===== src/design/sglf_pkg.sv =====
// Package for the sample gap linear filler: widths, codes, command record and FSM types.
// Used by every other file of the block; depends on nothing.
`default_nettype none

package sglf_pkg;

    localparam int VALUE_W         = 32;          // sample width
    localparam int GAP_W           = 6;           // pending missing count
    localparam int CNT_W           = 7;           // results of one command, up to 64
    localparam int DEN_W           = 8;           // interpolation denominator 2*span
    localparam int DIVD_W          = 34;          // magnitude of twice the difference
    localparam int ACC_W           = 35;          // interpolation accumulator
    localparam int DIV_STEPS       = DIVD_W;      // one quotient bit per cycle
    localparam int DIV_CNT_W       = $clog2(DIV_STEPS);
    localparam int MAX_GAP_DEF     = 63;
    localparam int QUEUE_DEPTH_DEF = 2;

    typedef enum logic [1:0] {
        ST_NORMAL   = 2'd0,
        ST_OVERFLOW = 2'd1,
        ST_EMPTY    = 2'd2
    } t_fill_status;

    typedef enum logic {
        CMD_FILL   = 1'b0,
        CMD_INTERP = 1'b1
    } t_cmd_kind;

    // CMD_FILL emits value count times with the given status.
    // CMD_INTERP emits count interpolated rows from base toward value, then value.
    typedef struct packed {
        t_cmd_kind                 kind;
        logic signed [VALUE_W-1:0] value;
        logic signed [VALUE_W-1:0] base;
        logic [CNT_W-1:0]          count;
        t_fill_status              status;
        logic                      col_end;
    } t_cmd;

    typedef enum logic [1:0] {
        BK_IDLE,
        BK_PREP,
        BK_DIV,
        BK_EMIT
    } t_back_state;

endpackage

`default_nettype wire


===== src/design/sglf_if.sv =====
// Valid/ready channel interfaces for sample input and filled result output.
// Depends on sglf_pkg for field widths.
`default_nettype none

interface sglf_in_if;
    logic                                valid;
    logic                                ready;
    logic signed [sglf_pkg::VALUE_W-1:0] sample_value;
    logic                                sample_present;
    logic                                column_end;

    modport source (output valid, output sample_value, output sample_present,
                    output column_end, input ready);
    modport sink   (input valid, input sample_value, input sample_present,
                    input column_end, output ready);
endinterface

interface sglf_out_if;
    logic                                valid;
    logic                                ready;
    logic signed [sglf_pkg::VALUE_W-1:0] filled_value;
    logic [1:0]                          fill_status;
    logic                                run_last;
    logic                                column_done;

    modport source (output valid, output filled_value, output fill_status,
                    output run_last, output column_done, input ready);
    modport sink   (input valid, input filled_value, input fill_status,
                    input run_last, input column_done, output ready);
endinterface

`default_nettype wire


===== src/design/sglf_div.sv =====
// Restoring divider, one quotient bit per cycle, for the interpolation step size.
// Depends on sglf_pkg for widths.
`default_nettype none

module sglf_div (
    input  wire logic                          i_clk,
    input  wire logic                          i_rst_n,
    input  wire logic                          i_start,
    input  wire logic [sglf_pkg::DIVD_W-1:0]   i_dividend,
    input  wire logic [sglf_pkg::DEN_W-1:0]    i_divisor,
    output logic                               o_done,
    output logic [sglf_pkg::DIVD_W-1:0]        o_quotient,
    output logic [sglf_pkg::DEN_W-1:0]         o_remainder
);

    localparam int DW = sglf_pkg::DIVD_W;
    localparam int RW = sglf_pkg::DEN_W;
    localparam int CW = sglf_pkg::DIV_CNT_W;

    logic          r_busy, n_busy;
    logic          r_done, n_done;
    logic [CW-1:0] r_cnt, n_cnt;
    logic [DW-1:0] r_quo, n_quo;
    logic [RW-1:0] r_rem, n_rem;
    logic [RW-1:0] r_den, n_den;
    logic [RW:0]   rem_sh;
    logic [RW:0]   rem_diff;
    logic          fits;

    always_comb begin
        rem_sh   = {r_rem, r_quo[DW-1]};
        rem_diff = rem_sh - {1'b0, r_den};
        fits     = (rem_sh >= {1'b0, r_den});
        n_busy   = r_busy;
        n_done   = 1'b0;
        n_cnt    = r_cnt;
        n_quo    = r_quo;
        n_rem    = r_rem;
        n_den    = r_den;
        if (i_start) begin
            n_busy = 1'b1;
            n_cnt  = '0;
            n_quo  = i_dividend;
            n_rem  = '0;
            n_den  = i_divisor;
        end else if (r_busy) begin
            n_quo = {r_quo[DW-2:0], fits};
            n_rem = fits ? rem_diff[RW-1:0] : rem_sh[RW-1:0];
            n_cnt = r_cnt + 1'b1;
            if (r_cnt == CW'(sglf_pkg::DIV_STEPS - 1)) begin
                n_busy = 1'b0;
                n_done = 1'b1;
            end
        end
    end

    always_ff @(posedge i_clk) begin
        if (!i_rst_n) begin
            r_busy <= 1'b0;
            r_done <= 1'b0;
            r_cnt  <= '0;
        end else begin
            r_busy <= n_busy;
            r_done <= n_done;
            r_cnt  <= n_cnt;
        end
    end

    always_ff @(posedge i_clk) begin
        r_quo <= n_quo;
        r_rem <= n_rem;
        r_den <= n_den;
    end

    assign o_done      = r_done;
    assign o_quotient  = r_quo;
    assign o_remainder = r_rem;

endmodule

`default_nettype wire


===== src/design/sglf_cmd_fifo.sv =====
// Short command queue between the classifying front end and the emitting back end.
// Depends on sglf_pkg for the command record.
`default_nettype none

module sglf_cmd_fifo #(
    parameter int DEPTH = sglf_pkg::QUEUE_DEPTH_DEF
) (
    input  wire logic          i_clk,
    input  wire logic          i_rst_n,
    input  wire logic          i_push,
    input  wire sglf_pkg::t_cmd i_cmd,
    output logic               o_full,
    output logic               o_valid,
    output sglf_pkg::t_cmd     o_cmd,
    input  wire logic          i_pop
);

    localparam int PTR_W = (DEPTH > 1) ? $clog2(DEPTH) : 1;
    localparam int CNT_W = $clog2(DEPTH + 1);

    sglf_pkg::t_cmd   r_mem [DEPTH];
    logic [PTR_W-1:0] r_wr_ptr, n_wr_ptr;
    logic [PTR_W-1:0] r_rd_ptr, n_rd_ptr;
    logic [CNT_W-1:0] r_count, n_count;

    always_comb begin
        n_wr_ptr = r_wr_ptr;
        n_rd_ptr = r_rd_ptr;
        n_count  = r_count;
        if (i_push) begin
            n_wr_ptr = (r_wr_ptr == PTR_W'(DEPTH - 1)) ? '0 : r_wr_ptr + 1'b1;
        end
        if (i_pop) begin
            n_rd_ptr = (r_rd_ptr == PTR_W'(DEPTH - 1)) ? '0 : r_rd_ptr + 1'b1;
        end
        if (i_push && !i_pop) begin
            n_count = r_count + 1'b1;
        end else if (i_pop && !i_push) begin
            n_count = r_count - 1'b1;
        end
    end

    always_ff @(posedge i_clk) begin
        if (!i_rst_n) begin
            r_wr_ptr <= '0;
            r_rd_ptr <= '0;
            r_count  <= '0;
        end else begin
            r_wr_ptr <= n_wr_ptr;
            r_rd_ptr <= n_rd_ptr;
            r_count  <= n_count;
        end
    end

    always_ff @(posedge i_clk) begin
        if (i_push) begin
            r_mem[r_wr_ptr] <= i_cmd;
        end
    end

    assign o_full  = (r_count == CNT_W'(DEPTH));
    assign o_valid = (r_count != '0);
    assign o_cmd   = r_mem[r_rd_ptr];

`ifndef NO_ASSERTIONS
    a_no_overfill: assert property (@(posedge i_clk) disable iff (!i_rst_n)
        i_push |-> (!o_full || i_pop))
        else $error("command queue written while full");
`endif

endmodule

`default_nettype wire


===== src/design/sglf_front.sv =====
// Front end: accepts sample rows, tracks the column state and issues fill commands.
// Depends on sglf_pkg and sglf_if.
`default_nettype none

module sglf_front #(
    parameter int MAX_GAP = sglf_pkg::MAX_GAP_DEF
) (
    input  wire logic       i_clk,
    input  wire logic       i_rst_n,
    sglf_in_if.sink         i_samples,
    input  wire logic       i_queue_full,
    output logic            o_push,
    output sglf_pkg::t_cmd  o_cmd
);

    localparam int VW = sglf_pkg::VALUE_W;
    localparam int GW = sglf_pkg::GAP_W;
    localparam int CW = sglf_pkg::CNT_W;

    logic signed [VW-1:0] r_held, n_held;
    logic                 r_seen, n_seen;
    logic [GW-1:0]        r_pending, n_pending;
    logic                 accept;
    logic [CW-1:0]        gap_ext;

    assign i_samples.ready = !i_queue_full;

    always_comb begin
        accept    = i_samples.valid && i_samples.ready;
        gap_ext   = CW'(r_pending);
        n_held    = r_held;
        n_seen    = r_seen;
        n_pending = r_pending;
        o_push    = 1'b0;

        o_cmd.kind    = sglf_pkg::CMD_FILL;
        o_cmd.value   = i_samples.sample_value;
        o_cmd.base    = r_held;
        o_cmd.count   = gap_ext + 1'b1;
        o_cmd.status  = sglf_pkg::ST_NORMAL;
        o_cmd.col_end = i_samples.column_end;

        if (accept) begin
            if (i_samples.sample_present) begin
                // Interior gap: interpolate. Leading gap: repeat the new value.
                o_push = 1'b1;
                if (r_seen && (r_pending != '0)) begin
                    o_cmd.kind  = sglf_pkg::CMD_INTERP;
                    o_cmd.count = gap_ext;
                end
                n_held    = i_samples.sample_value;
                n_seen    = 1'b1;
                n_pending = '0;
            end else if (i_samples.column_end) begin
                o_push = 1'b1;
                if (r_seen) begin
                    o_cmd.value = r_held;
                end else begin
                    o_cmd.value  = '0;
                    o_cmd.count  = CW'(1);
                    o_cmd.status = sglf_pkg::ST_EMPTY;
                end
            end else if (r_pending >= GW'(MAX_GAP)) begin
                o_push       = 1'b1;
                o_cmd.value  = r_held;
                o_cmd.status = sglf_pkg::ST_OVERFLOW;
                n_pending    = '0;
            end else begin
                n_pending = r_pending + 1'b1;
            end
            if (i_samples.column_end) begin
                n_held    = '0;
                n_seen    = 1'b0;
                n_pending = '0;
            end
        end
    end

    always_ff @(posedge i_clk) begin
        if (!i_rst_n) begin
            r_held    <= '0;
            r_seen    <= 1'b0;
            r_pending <= '0;
        end else begin
            r_held    <= n_held;
            r_seen    <= n_seen;
            r_pending <= n_pending;
        end
    end

`ifndef NO_ASSERTIONS
    a_gap_bound: assert property (@(posedge i_clk) disable iff (!i_rst_n)
        r_pending <= GW'(MAX_GAP))
        else $error("pending missing count beyond the gap limit");
`endif

endmodule

`default_nettype wire


===== src/design/sglf_back.sv =====
// Back end: runs fill commands, divides once per interior gap, then steps the interpolation.
// Depends on sglf_pkg, sglf_if and sglf_div.
`default_nettype none

module sglf_back (
    input  wire logic       i_clk,
    input  wire logic       i_rst_n,
    input  wire logic       i_cmd_valid,
    input  wire sglf_pkg::t_cmd i_cmd,
    output logic            o_cmd_pop,
    sglf_out_if.source      o_results
);

    localparam int VW = sglf_pkg::VALUE_W;
    localparam int CW = sglf_pkg::CNT_W;
    localparam int RW = sglf_pkg::DEN_W;
    localparam int DW = sglf_pkg::DIVD_W;
    localparam int AW = sglf_pkg::ACC_W;

    sglf_pkg::t_back_state r_state, n_state;
    sglf_pkg::t_cmd        r_cmd, n_cmd;
    logic [CW-1:0]         r_left, n_left;
    logic signed [AW-1:0]  r_acc, n_acc;
    logic signed [AW-1:0]  r_dq, n_dq;
    logic [RW-1:0]         r_rr, n_rr;
    logic [RW-1:0]         r_dr, n_dr;
    logic [RW-1:0]         r_den, n_den;
    logic                  r_neg, n_neg;

    logic                  r_out_valid, n_out_valid;
    logic signed [VW-1:0]  r_out_value, n_out_value;
    sglf_pkg::t_fill_status r_out_status, n_out_status;
    logic                  r_out_last, n_out_last;
    logic                  r_out_done, n_out_done;

    logic                  div_start;
    logic                  div_done;
    logic [DW-1:0]         div_quo;
    logic [RW-1:0]         div_rem;
    logic [DW-1:0]         div_dividend;

    logic                  out_load;
    logic                  is_final;
    logic [CW-1:0]         span;
    logic signed [VW:0]    v_hi, v_lo, diff_up, diff_dn, diff_abs;
    logic [RW:0]           r_sum;
    logic                  carry;
    logic [RW:0]           r_wrap;
    logic signed [AW-1:0]  acc_next;
    logic signed [AW-1:0]  quo_ext;

    sglf_div u_div (
        .i_clk       (i_clk),
        .i_rst_n     (i_rst_n),
        .i_start     (div_start),
        .i_dividend  (div_dividend),
        .i_divisor   (n_den),
        .o_done      (div_done),
        .o_quotient  (div_quo),
        .o_remainder (div_rem)
    );

    // Datapath helpers shared by the state machine below.
    always_comb begin
        span     = r_cmd.count + 1'b1;
        v_hi     = {r_cmd.value[VW-1], r_cmd.value};
        v_lo     = {r_cmd.base[VW-1], r_cmd.base};
        diff_up  = v_hi - v_lo;
        diff_dn  = v_lo - v_hi;
        diff_abs = (r_cmd.value < r_cmd.base) ? diff_dn : diff_up;
        div_dividend = {diff_abs[VW:0], 1'b0};
        r_sum    = {1'b0, r_rr} + {1'b0, r_dr};
        carry    = (r_sum >= {1'b0, r_den});
        r_wrap   = r_sum - {1'b0, r_den};
        acc_next = r_acc + r_dq + AW'(carry);
        quo_ext  = AW'(div_quo);
        out_load = !r_out_valid || o_results.ready;
        is_final = (r_left == CW'(1));
    end

    always_comb begin
        n_state      = r_state;
        n_cmd        = r_cmd;
        n_left       = r_left;
        n_acc        = r_acc;
        n_dq         = r_dq;
        n_rr         = r_rr;
        n_dr         = r_dr;
        n_den        = r_den;
        n_neg        = r_neg;
        o_cmd_pop    = 1'b0;
        div_start    = 1'b0;
        n_out_valid  = out_load ? 1'b0 : r_out_valid;
        n_out_value  = r_out_value;
        n_out_status = r_out_status;
        n_out_last   = r_out_last;
        n_out_done   = r_out_done;

        case (r_state)
            sglf_pkg::BK_IDLE: begin
                if (i_cmd_valid) begin
                    o_cmd_pop = 1'b1;
                    n_cmd     = i_cmd;
                    n_acc     = {{(AW - VW){i_cmd.base[VW-1]}}, i_cmd.base};
                    if (i_cmd.kind == sglf_pkg::CMD_INTERP) begin
                        n_left  = i_cmd.count + 1'b1;
                        n_state = sglf_pkg::BK_PREP;
                    end else begin
                        n_left  = i_cmd.count;
                        n_state = sglf_pkg::BK_EMIT;
                    end
                end
            end
            sglf_pkg::BK_PREP: begin
                // Denominator is twice the span; the running remainder starts at the span.
                div_start = 1'b1;
                n_den     = {span[RW-2:0], 1'b0};
                n_rr      = RW'(span);
                n_neg     = (r_cmd.value < r_cmd.base);
                n_state   = sglf_pkg::BK_DIV;
            end
            sglf_pkg::BK_DIV: begin
                if (div_done) begin
                    // Floor division of a signed step from the magnitude result.
                    if (!r_neg) begin
                        n_dq = quo_ext;
                        n_dr = div_rem;
                    end else if (div_rem == '0) begin
                        n_dq = -quo_ext;
                        n_dr = '0;
                    end else begin
                        n_dq = ~quo_ext;
                        n_dr = r_den - div_rem;
                    end
                    n_state = sglf_pkg::BK_EMIT;
                end
            end
            sglf_pkg::BK_EMIT: begin
                if (out_load) begin
                    n_out_valid = 1'b1;
                    n_out_last  = is_final;
                    n_out_done  = is_final && r_cmd.col_end;
                    n_left      = r_left - 1'b1;
                    if (r_cmd.kind == sglf_pkg::CMD_INTERP) begin
                        n_out_status = sglf_pkg::ST_NORMAL;
                    end else begin
                        n_out_status = r_cmd.status;
                    end
                    if ((r_cmd.kind == sglf_pkg::CMD_INTERP) && !is_final) begin
                        n_acc       = acc_next;
                        n_rr        = carry ? r_wrap[RW-1:0] : r_sum[RW-1:0];
                        n_out_value = acc_next[VW-1:0];
                    end else begin
                        n_out_value = r_cmd.value;
                    end
                    if (is_final) begin
                        n_state = sglf_pkg::BK_IDLE;
                    end
                end
            end
            default: begin
                n_state = sglf_pkg::BK_IDLE;
            end
        endcase
    end

    always_ff @(posedge i_clk) begin
        if (!i_rst_n) begin
            r_state     <= sglf_pkg::BK_IDLE;
            r_out_valid <= 1'b0;
        end else begin
            r_state     <= n_state;
            r_out_valid <= n_out_valid;
        end
    end

    always_ff @(posedge i_clk) begin
        r_cmd        <= n_cmd;
        r_left       <= n_left;
        r_acc        <= n_acc;
        r_dq         <= n_dq;
        r_rr         <= n_rr;
        r_dr         <= n_dr;
        r_den        <= n_den;
        r_neg        <= n_neg;
        r_out_value  <= n_out_value;
        r_out_status <= n_out_status;
        r_out_last   <= n_out_last;
        r_out_done   <= n_out_done;
    end

    assign o_results.valid        = r_out_valid;
    assign o_results.filled_value = r_out_value;
    assign o_results.fill_status  = r_out_status;
    assign o_results.run_last     = r_out_last;
    assign o_results.column_done  = r_out_done;

`ifndef NO_ASSERTIONS
    a_emit_has_work: assert property (@(posedge i_clk) disable iff (!i_rst_n)
        (r_state == sglf_pkg::BK_EMIT) |-> (r_left != '0))
        else $error("emit state entered with no result left");
    a_div_in_state: assert property (@(posedge i_clk) disable iff (!i_rst_n)
        div_done |-> (r_state == sglf_pkg::BK_DIV))
        else $error("divider finished outside the divide state");
    a_rem_bound: assert property (@(posedge i_clk) disable iff (!i_rst_n)
        ((r_state == sglf_pkg::BK_EMIT) && (r_cmd.kind == sglf_pkg::CMD_INTERP))
            |-> ((r_rr < r_den) && (r_dr < r_den)))
        else $error("interpolation remainder out of range");
    a_done_is_last: assert property (@(posedge i_clk) disable iff (!i_rst_n)
        (o_results.valid && o_results.column_done) |-> o_results.run_last)
        else $error("column end marked on a result that does not close its run");
`endif

endmodule

`default_nettype wire


===== src/design/sample_gap_linear_filler_unit.sv =====
// Top level of the sample gap linear filler: front end, command queue and back end.
// Depends on sglf_pkg, sglf_if, sglf_front, sglf_cmd_fifo and sglf_back.
//
//   Channel     Dir  Handshake      Payload
//   i_samples   in   valid/ready    sample_value[31:0] s, sample_present, column_end
//   o_results   out  valid/ready    filled_value[31:0] s, fill_status[1:0],
//                                   run_last, column_done
//
// The front end takes one row per cycle while the command queue has room. A missing
// row that closes no run only updates the count and produces nothing.
// The back end takes a command when idle and emits its results one per cycle while the output
// is not stalled; an interior gap of m rows gives m+1 results after the bit-serial divider.
// Reset is synchronous and active low; it clears the column state, queue and FSM.
// A stalled output holds its result register and, through the queue, the input side.
`default_nettype none

module sample_gap_linear_filler_unit #(
    parameter int MAX_GAP     = sglf_pkg::MAX_GAP_DEF,
    parameter int QUEUE_DEPTH = sglf_pkg::QUEUE_DEPTH_DEF
) (
    input  wire logic  i_clk,
    input  wire logic  i_rst_n,
    sglf_in_if.sink    i_samples,
    sglf_out_if.source o_results
);

    // Commands flow from the front end through the queue to the back end.
    sglf_pkg::t_cmd push_cmd;
    sglf_pkg::t_cmd head_cmd;
    logic           push;
    logic           queue_full;
    logic           head_valid;
    logic           pop;

    // The front end owns the column state: held value, seen flag and the missing
    // count. It turns each row into at most one command and never waits on results.
    sglf_front #(
        .MAX_GAP (MAX_GAP)
    ) u_front (
        .i_clk        (i_clk),
        .i_rst_n      (i_rst_n),
        .i_samples    (i_samples),
        .i_queue_full (queue_full),
        .o_push       (push),
        .o_cmd        (push_cmd)
    );

    // The queue lets the front end keep taking rows while the back end is still
    // dividing or emitting a long run.
    sglf_cmd_fifo #(
        .DEPTH (QUEUE_DEPTH)
    ) u_queue (
        .i_clk   (i_clk),
        .i_rst_n (i_rst_n),
        .i_push  (push),
        .i_cmd   (push_cmd),
        .o_full  (queue_full),
        .o_valid (head_valid),
        .o_cmd   (head_cmd),
        .i_pop   (pop)
    );

    // The back end expands each command into its result transfers, one per cycle while
    // the sink takes them, behind an output register so that a stalled sink does not lose a result.
    sglf_back u_back (
        .i_clk       (i_clk),
        .i_rst_n     (i_rst_n),
        .i_cmd_valid (head_valid),
        .i_cmd       (head_cmd),
        .o_cmd_pop   (pop),
        .o_results   (o_results)
    );

endmodule

`default_nettype wire


===== src/flat_wrapper.sv =====
// flat-port wrapper written by rule: the top's interface ports become plain ports
module sample_gap_linear_filler_unit_flat 
#(
    parameter int MAX_GAP     = sglf_pkg::MAX_GAP_DEF,
    parameter int QUEUE_DEPTH = sglf_pkg::QUEUE_DEPTH_DEF
)
  (i_clk, i_rst_n, i_samples_valid, i_samples_sample_value, i_samples_sample_present, i_samples_column_end, i_samples_ready, o_results_valid, o_results_filled_value, o_results_fill_status, o_results_run_last, o_results_column_done, o_results_ready);
  sglf_in_if i_samples_i ();
  sglf_out_if o_results_i ();
  input  wire logic i_clk;
  input  wire logic i_rst_n;
  input wire logic [$bits(i_samples_i.valid)-1:0] i_samples_valid;
  input wire logic [$bits(i_samples_i.sample_value)-1:0] i_samples_sample_value;
  input wire logic [$bits(i_samples_i.sample_present)-1:0] i_samples_sample_present;
  input wire logic [$bits(i_samples_i.column_end)-1:0] i_samples_column_end;
  output wire logic [$bits(i_samples_i.ready)-1:0] i_samples_ready;
  output wire logic [$bits(o_results_i.valid)-1:0] o_results_valid;
  output wire logic [$bits(o_results_i.filled_value)-1:0] o_results_filled_value;
  output wire logic [$bits(o_results_i.fill_status)-1:0] o_results_fill_status;
  output wire logic [$bits(o_results_i.run_last)-1:0] o_results_run_last;
  output wire logic [$bits(o_results_i.column_done)-1:0] o_results_column_done;
  input wire logic [$bits(o_results_i.ready)-1:0] o_results_ready;
  assign i_samples_i.valid = i_samples_valid;
  assign i_samples_i.sample_value = i_samples_sample_value;
  assign i_samples_i.sample_present = i_samples_sample_present;
  assign i_samples_i.column_end = i_samples_column_end;
  assign i_samples_ready = i_samples_i.ready;
  assign o_results_valid = o_results_i.valid;
  assign o_results_filled_value = o_results_i.filled_value;
  assign o_results_fill_status = o_results_i.fill_status;
  assign o_results_run_last = o_results_i.run_last;
  assign o_results_column_done = o_results_i.column_done;
  assign o_results_i.ready = o_results_ready;
  sample_gap_linear_filler_unit #(.MAX_GAP(MAX_GAP), .QUEUE_DEPTH(QUEUE_DEPTH)) u_core (.i_clk(i_clk), .i_rst_n(i_rst_n), .i_samples(i_samples_i), .o_results(o_results_i));
endmodule

===== config.mk =====
export PLATFORM = sky130hd
export DESIGN_NAME = sample_gap_linear_filler_unit_flat
export DESIGN_NICKNAME = d
export VERILOG_FILES = /design/src/design/sglf_pkg.sv /design/src/design/sglf_if.sv /design/src/design/sglf_div.sv /design/src/design/sglf_cmd_fifo.sv /design/src/design/sglf_front.sv /design/src/design/sglf_back.sv /design/src/design/sample_gap_linear_filler_unit.sv /design/src/flat_wrapper.sv
export SDC_FILE = /design/constraint.sdc
export NUM_CORES = 1
export LEC_CHECK = 0
export BUFFER_PORTS_ARGS = -buffer_cell sky130_fd_sc_hd__buf_2
export CAP_MARGIN = 20
export CELL_PAD_IN_SITES_DETAIL_PLACEMENT = 0
export CELL_PAD_IN_SITES_GLOBAL_PLACEMENT = 1
export CORE_MARGIN = 10
export CORE_UTILIZATION = 34
export DETAILED_ROUTE_END_ITERATION = 7
export HOLD_SLACK_MARGIN = 0.02
export PLACE_DENSITY_LB_ADDON = 0.3
export SLEW_MARGIN = 5
export SYNTH_ARGS = -nofsm -noshare
export SYNTH_HDL_FRONTEND = slang
export SYNTH_SLANG_ARGS = --single-unit

===== constraint.sdc =====
create_clock -name i_clk -period 15 [get_ports i_clk]
set_clock_uncertainty 0.15 [all_clocks]
set_input_delay 3 -clock i_clk [delete_from_list [all_inputs] [get_ports i_clk]]
set_output_delay 3 -clock i_clk [all_outputs]
set_load 0.1 [all_outputs]

==> flow_metrics.env, run 1 <==
export IMPL_status="completed"
export IMPL_total_power_mw=6.33
export IMPL_cts_resized=0
export IMPL_arrival_ps=7350
export IMPL_viasPerCell=5.15
export IMPL_slew_headroom=0.323
export IMPL_placementRows=99
export IMPL_io_buffers=75
export IMPL_fin_cells=3315
export IMPL_synth_edff_count=390
export IMPL_first_iter_violations=1135
export IMPL_grt_pass1_vias=17061
export IMPL_synth_area_leaders="edfxtp_1 (47%), ha_1 (7.0%), dfxtp_1 (5.8%), mux2_2 (4.0%), nand2_1 (3.5%)"
export IMPL_layout_commonest_cell="edfxtp_1"
export IMPL_hold_viol_final=0
export IMPL_most_common_layout_cells="edfxtp_1 (390), nand2_1 (231), a21oi_1 (164)"
export IMPL_power_frac_clock=0.200
export IMPL_die_w_um=291
export IMPL_wl_per_cell_um=19.9
export IMPL_clk_latency_ps=600
export IMPL_async_flop_share=0
export IMPL_synth_ff_type="edfxtp_1"
export IMPL_start_util=0.342
export IMPL_ctsHoldBuffers=0
export IMPL_drc=0
export IMPL_placed_cell_area_um2=26300
export IMPL_fin_crit_sh=0.470
export IMPL_synth_seq_cells=462
export IMPL_leakagePower_nw=10.7
export IMPL_startpoint_type="flop"
export IMPL_setup_violations=0
export IMPL_io_pin_count=76
export IMPL_clockBufferDepth=3
export IMPL_core_area_um2=72800
export IMPL_syn_area_per_cell_um2=11.0
export IMPL_ant_nets=0
export IMPL_min_path_type="flop to flop"
export IMPL_clock_sink_count=462
export IMPL_final_layout_size_suffix_gt1_frac=0.124
export IMPL_syn_to_final_growth_pct=12.4
export IMPL_fmax_ghz=0.142
export IMPL_nets=2499
export IMPL_track_usage=0.151
export IMPL_ys_seq_area_frac=0.528
export IMPL_rsz0062_at_grt="false"
export IMPL_switching_share=0.412
export IMPL_synth_cell_type_count=82
export IMPL_placed_cells=3219
export IMPL_crit_type="flop to flop"
export IMPL_yosysWarnings=0
export IMPL_final_max_slew_viol_count=0
export IMPL_p_sw_mw=2.60
export IMPL_power_internal_mw=3.72
export IMPL_synth_top_cell_area_share=0.470
export IMPL_design_area_um2=28000
export IMPL_worst_pin_slew_ps=1010
export IMPL_grt_first_pass_wirelength_mm=102
export IMPL_gp_congestion=0.917
export IMPL_syn_nets=2455
export IMPL_root_buffer="clkbuf_16"
export IMPL_fin_tns_setup_ps=0
export IMPL_dp_slack_ps=8050
export IMPL_grt_overflow=0
export IMPL_cts_buffers=50
export IMPL_worst_slack_ps=7950
export IMPL_min_period_ps=7050
export IMPL_antenna_found_initial=3
export IMPL_powerDensity_nw_per_um2=226
export IMPL_synth_top_area_cell="edfxtp_1"
export IMPL_place_hpwl_mm=47.0
export IMPL_die_h_um=291
export IMPL_required_ps=15300
export IMPL_post_cts_setup_buffers=0
export IMPL_first_pass_iters=5
export IMPL_cts_htree_levels=2
export IMPL_vias=17082
export IMPL_die_area_um2=84500
export IMPL_seqPwrFrac=0.333
export IMPL_maxCapViolations=0
export IMPL_grt_max_degree=76
export IMPL_cp_end_kind="flop"
export IMPL_path_clk_slew_ps=60
export IMPL_comb_power_share=0.467
export IMPL_cts_tree="built"
export IMPL_syn_area_um2=24900
export IMPL_critPathMaxFanout=8
export IMPL_synthesis_instances=2270
export IMPL_drt_wl_total_mm=66.0
export IMPL_peakVddDrop_mv=0.104
==> power by group through the flow <==
stage | Combinational (mW) | Sequential [mW] | Clock, mW
after floorplan | 2.11 | 2.13 | 0
after global placement | 2.92 | 2.13 | 0
after detailed placement | 2.94 | 2.14 | 0
after CTS | 2.96 | 2.11 | 1.30
final | 2.95 | 2.11 | 1.26
after global routing | 3.27 | 2.14 | 1.35
==> metrics by stage <==
step	hold slack, ps	util
after floorplan	294	-
after global placement	306	0.361
after detailed placement	315	0.361
after CTS	332	0.384
after global routing	349	0.384
final	333	0.384
==> Yosys cell counts (40+ instances only) <==
library cell / n
nand2_1: 231
ha_1: 140
clkbuf_1: 85
nand3_1: 59
o21ai_0: 126
a21o_1: 44
inv_1: 139
nor2b_1: 47
mux2_2: 89
edfxtp_1: 390
xor2_1: 40
xnor2_1: 84
nor2_1: 128
a21oi_1: 164
dfxtp_1: 72
mux2i_1: 40
==> cells by family (layout without fill, tap and decap cells) <==
| kind of cell | Yosys count | in the layout | synth area share |
|---|---|---|---|
| adders and majority gates | 147 | 147 | 0.0759 |
| other | 0 | 1 | 0 |
| buffers and inverters | 243 | 328 | 0.0374 |
| and+or+nand+nor | 644 | 644 | 0.127 |
| DFF | 462 | 462 | 0.528 |
| xor gates and xnor gates | 124 | 124 | 0.0436 |
| muxes | 129 | 129 | 0.0563 |
| AOI/OAI and AO/OA | 521 | 521 | 0.132 |
==> critical path: stages, from the launching register on <==
cell	delay, ps
edfxtp_1	420
ha_1	310
a21o_1	180
a21oi_1	220
o21bai_1	100
a21oi_1	280
o21bai_1	110
a21oi_1	210
xnor2_1	180
ha_1	290
nand4_1	100
nor2_1	50
a2111oi_0	610
nand2_1	470
fa_1	550
a21oi_1	230
o21bai_1	150
a21oi_1	310
nor3_1	160
o32a_1	420
a22o_1	250
a221o_1	370
a31oi_1	330
o221ai_1	230
a21oi_1	190
==> final cells by class <==
type	instances	area, µm²
Clock inverter	17	282
Multi-Input combinational cell	1565	10900
Inverter	139	522
Timing Repair Buffer	96	546
Antenna cell	1	2.50
Sequential cell	462	13200
Tap cell	959	1200
Clock buffer	76	1390
Fill cell	7120	44800
==> path summary, 6_finish.rpt <==
| kind | from | endpoint | slack (ps) | depth (start not counted) |
|---|---|---|---|---|
| worst max-delay path | u_core.u_back.r_rr[1] | u_core.u_back.r_acc[24] | 7950 | 24 |
| worst min-delay path | u_core.u_front.r_held[22] | u_core.u_queue.r_mem[1][32] | 330 | 0 |
| worst max register to register | u_core.u_back.r_rr[1] | u_core.u_back.r_acc[24] | 7950 | 24 |
| worst min register to register | u_core.u_front.r_held[22] | u_core.u_queue.r_mem[1][32] | 330 | 0 |
==> sequential cells by signal (all words and copies together) (netlist names), 32 cells and up, named ones only <==
signal	flops
u_core.u_back.r_cmd	75
u_core.u_queue.r_mem	150
u_core.u_back.r_acc	32
u_core.u_back.r_dq	32
u_core.u_front.r_held	32
u_core.u_back.u_div.o_quotient	34
u_core.u_back.o_results.filled_value	32
==> metal layers <==
metal,vias to the layer above,wire (µm),GRT usage
met4,4,1630,0.0419
li1,8353,-,-
met2,399,29700,0.241
met5,-,34,0
met3,106,3660,0.0312
met1,8220,31000,0.204
(Power assumes the default switching activity.)
==> inputs of run 2 (changes only) <==
Clock period 15 ns to 5.8 ns, I/O delays scaled along.
==> run 2 against run 1 <==
Largest cell class unchanged. Clock power grew 150%. Combinational power grew to 2.7 times the previous value. Final cell count up 1.2%. Global-route usage is 0.17 points higher. Maximum frequency increased by 28%. Routed wire length is 0.68% higher. First-iteration DRC count is 5.9% higher. Register-to-register slack got worse by 7700 ps. Sequential power rose to 2.6 times the previous value. Highest routed layer unchanged.
==> flow_metrics.env, run 2 (synthesis gave the netlist of run 1 again) <==
export IMPL_fin_tns_setup_ps=0
export IMPL_cpPeakStageDelay_ps=430
export IMPL_maxCapViolations=0
export IMPL_cp_slowest_cell="a221o_1"
export IMPL_grt_max_degree=81
export IMPL_clk_latency_ps=590
export IMPL_slew_headroom=0.280
export IMPL_min_path_type="flop to flop"
export IMPL_ant_nets=0
export IMPL_crit_chain="ha_1 > fa_2 > a21o_1 > a21oi_2 > o21bai_1 > a21oi_2 > xnor2_1 > ha_1 > nand4_1 > nor2_1 > a2111oi_2 > nand2_1 > fa_2 > a21oi_2 > o21bai_1 > a21oi_1 > buf_4 > nor3b_1 > a221o_1 > a21bo_4 > a211o_1 > a21oi_2 > xor2_1 > o21ai_0"
export IMPL_fmax_ghz=0.182
export IMPL_required_ps=5950
export IMPL_powerDensity_nw_per_um2=585
export IMPL_placementRows=99
export IMPL_antenna_found_initial=6
export IMPL_fin_crit_sh=0.950
export IMPL_track_usage=0.153
export IMPL_syn_to_final_growth_pct=13.8
export IMPL_start_util=0.342
export IMPL_cp_common_cell="a21oi_2"
export IMPL_status="completed"
export IMPL_startpoint_type="flop"
export IMPL_regArea_um2=13200
export IMPL_layout_commonest_cell="edfxtp_1"
export IMPL_cts_tree="built"
export IMPL_first_pass_iters=5
export IMPL_fin_cells=3356
export IMPL_clockBufferDepth=3
export IMPL_hold_viol_final=0
export IMPL_path_clk_slew_ps=60
export IMPL_wl_per_cell_um=19.8
export IMPL_regMostFlops="u_core.u_queue.r_mem"
export IMPL_peakVddDrop_mv=0.263
export IMPL_seqPwrFrac=0.332
export IMPL_io_pin_count=76
export IMPL_fill_cells=7058
export IMPL_placed_cells=3258
export IMPL_drc=0
export IMPL_placed_cell_area_um2=26600
export IMPL_die_area_um2=84500
export IMPL_root_buffer="clkbuf_16"
export IMPL_drt_wl_total_mm=66.4
export IMPL_power_frac_clock=0.188
export IMPL_design_area_um2=28300
export IMPL_ctsHoldBuffers=0
export IMPL_multiInputGateArea_um2=11000
export IMPL_vias=17263
export IMPL_final_layout_size_suffix_gt1_frac=0.146
export IMPL_comb_power_share=0.481
export IMPL_clock_sink_count=462
export IMPL_cts_buffers=50
export IMPL_place_hpwl_mm=47.9
export IMPL_die_w_um=291
export IMPL_p_sw_mw=6.83
export IMPL_arrival_ps=5660
export IMPL_leakagePower_nw=10.9
export IMPL_timing_hold_ws_ps=333
export IMPL_first_iter_violations=1202
export IMPL_grt_overflow=0
export IMPL_worst_pin_slew_ps=1080
export IMPL_cp_end_kind="flop"
export IMPL_rsz0062_at_grt="false"
export IMPL_antennaDiodeCount=0
export IMPL_gp_congestion=0.873
export IMPL_die_h_um=291
export IMPL_most_common_layout_cells="edfxtp_1 (390), nand2_1 (231), a21oi_1 (156)"
export IMPL_core_area_um2=72800
export IMPL_largest_register_ffs=150
export IMPL_crit_type="flop to flop"
export IMPL_io_buffers=75
export IMPL_final_max_slew_viol_count=0
export IMPL_cts_htree_levels=2
export IMPL_power_internal_mw=9.75
export IMPL_viasPerCell=5.14
export IMPL_grt_first_pass_wirelength_mm=103
export IMPL_switching_share=0.412
export IMPL_setup_violations=0
export IMPL_critPathMaxFanout=4
export IMPL_nets=2540
export IMPL_grt_pass1_vias=17260
export IMPL_min_period_ps=5510
-- run 2: changes by cell type in the layout (fill, tap and decap cells not counted), sizes merged --
cell,before,now
clkbuf,76,74
bufinv,6,2
buf,96,137
diode,1,0
inv,143,139
clkinv,6,17
-- run 2: final cells by class --
type                    instances  share of cell area
clock inverters                20             0.00636
inverters                     139              0.0185
well taps                     959              0.0423
flip-flops and latches        462               0.464
repair buffers                137              0.0314
multi-input cells            1565               0.387
clock buffers                  74              0.0502
-- run 2: metrics by stage --
stage,total power [mW],worst slack [ps],utilization
after floorplan,11.0,83.0,-
after global placement,13.3,-59.2,0.365
after detailed placement,13.4,-128,0.366
after CTS,16.6,17.7,0.388
after global routing,17.8,11.7,0.389
final,16.6,292,0.389
-- run 2: critical path: cells and delay by family (launching register included) --
kind                       cells  cell delay, ps
AOI/OAI and AO/OA             13            2580
xor gates and xnor gates       2             340
adders and majority gates      4            1250
buffers and inverters          1             150
DFF                            1             370
and+or+nand+nor                4             370
-- run 2: worst paths after layout --
path                        startpoint                                  endpoint  slack, ps  depth (start not counted)
max              u_core.u_back.r_rr[0]  u_core.u_back.o_results.filled_value[30]        290                         24
min          u_core.u_front.r_held[12]               u_core.u_queue.r_mem[1][22]        330                          0
min reg2reg  u_core.u_front.r_held[12]               u_core.u_queue.r_mem[1][22]        330                          0
max reg2reg      u_core.u_back.r_rr[0]  u_core.u_back.o_results.filled_value[30]        290                         24
-- run 2: power groups by stage --
| stage | clock, mW | sequential, mW | combinational (mW) |
|---|---|---|---|
| after detailed placement | 0 | 5.56 | 7.83 |
| after floorplan | 0 | 5.50 | 5.46 |
| after global routing | 3.33 | 5.59 | 8.83 |
| after CTS | 3.21 | 5.49 | 7.92 |
| final | 3.11 | 5.50 | 7.97 |
| after global placement | 0 | 5.54 | 7.77 |
-- run 2: per-layer routing --
layer / GRT usage / up-vias / routed length, µm
met5: 0 / - / 47
met4: 0.0322 / 8 / 1070
met3: 0.0250 / 78 / 2850
met2: 0.235 / 335 / 28900
met1: 0.221 / 8407 / 33600
li1: - / 8435 / -
-- run 2: repair_timing --
item	CTS	global route
endpoints found under the setup margin	20	31
resized for setup	8	11
pin swaps	3	9
buffers inserted	1	2
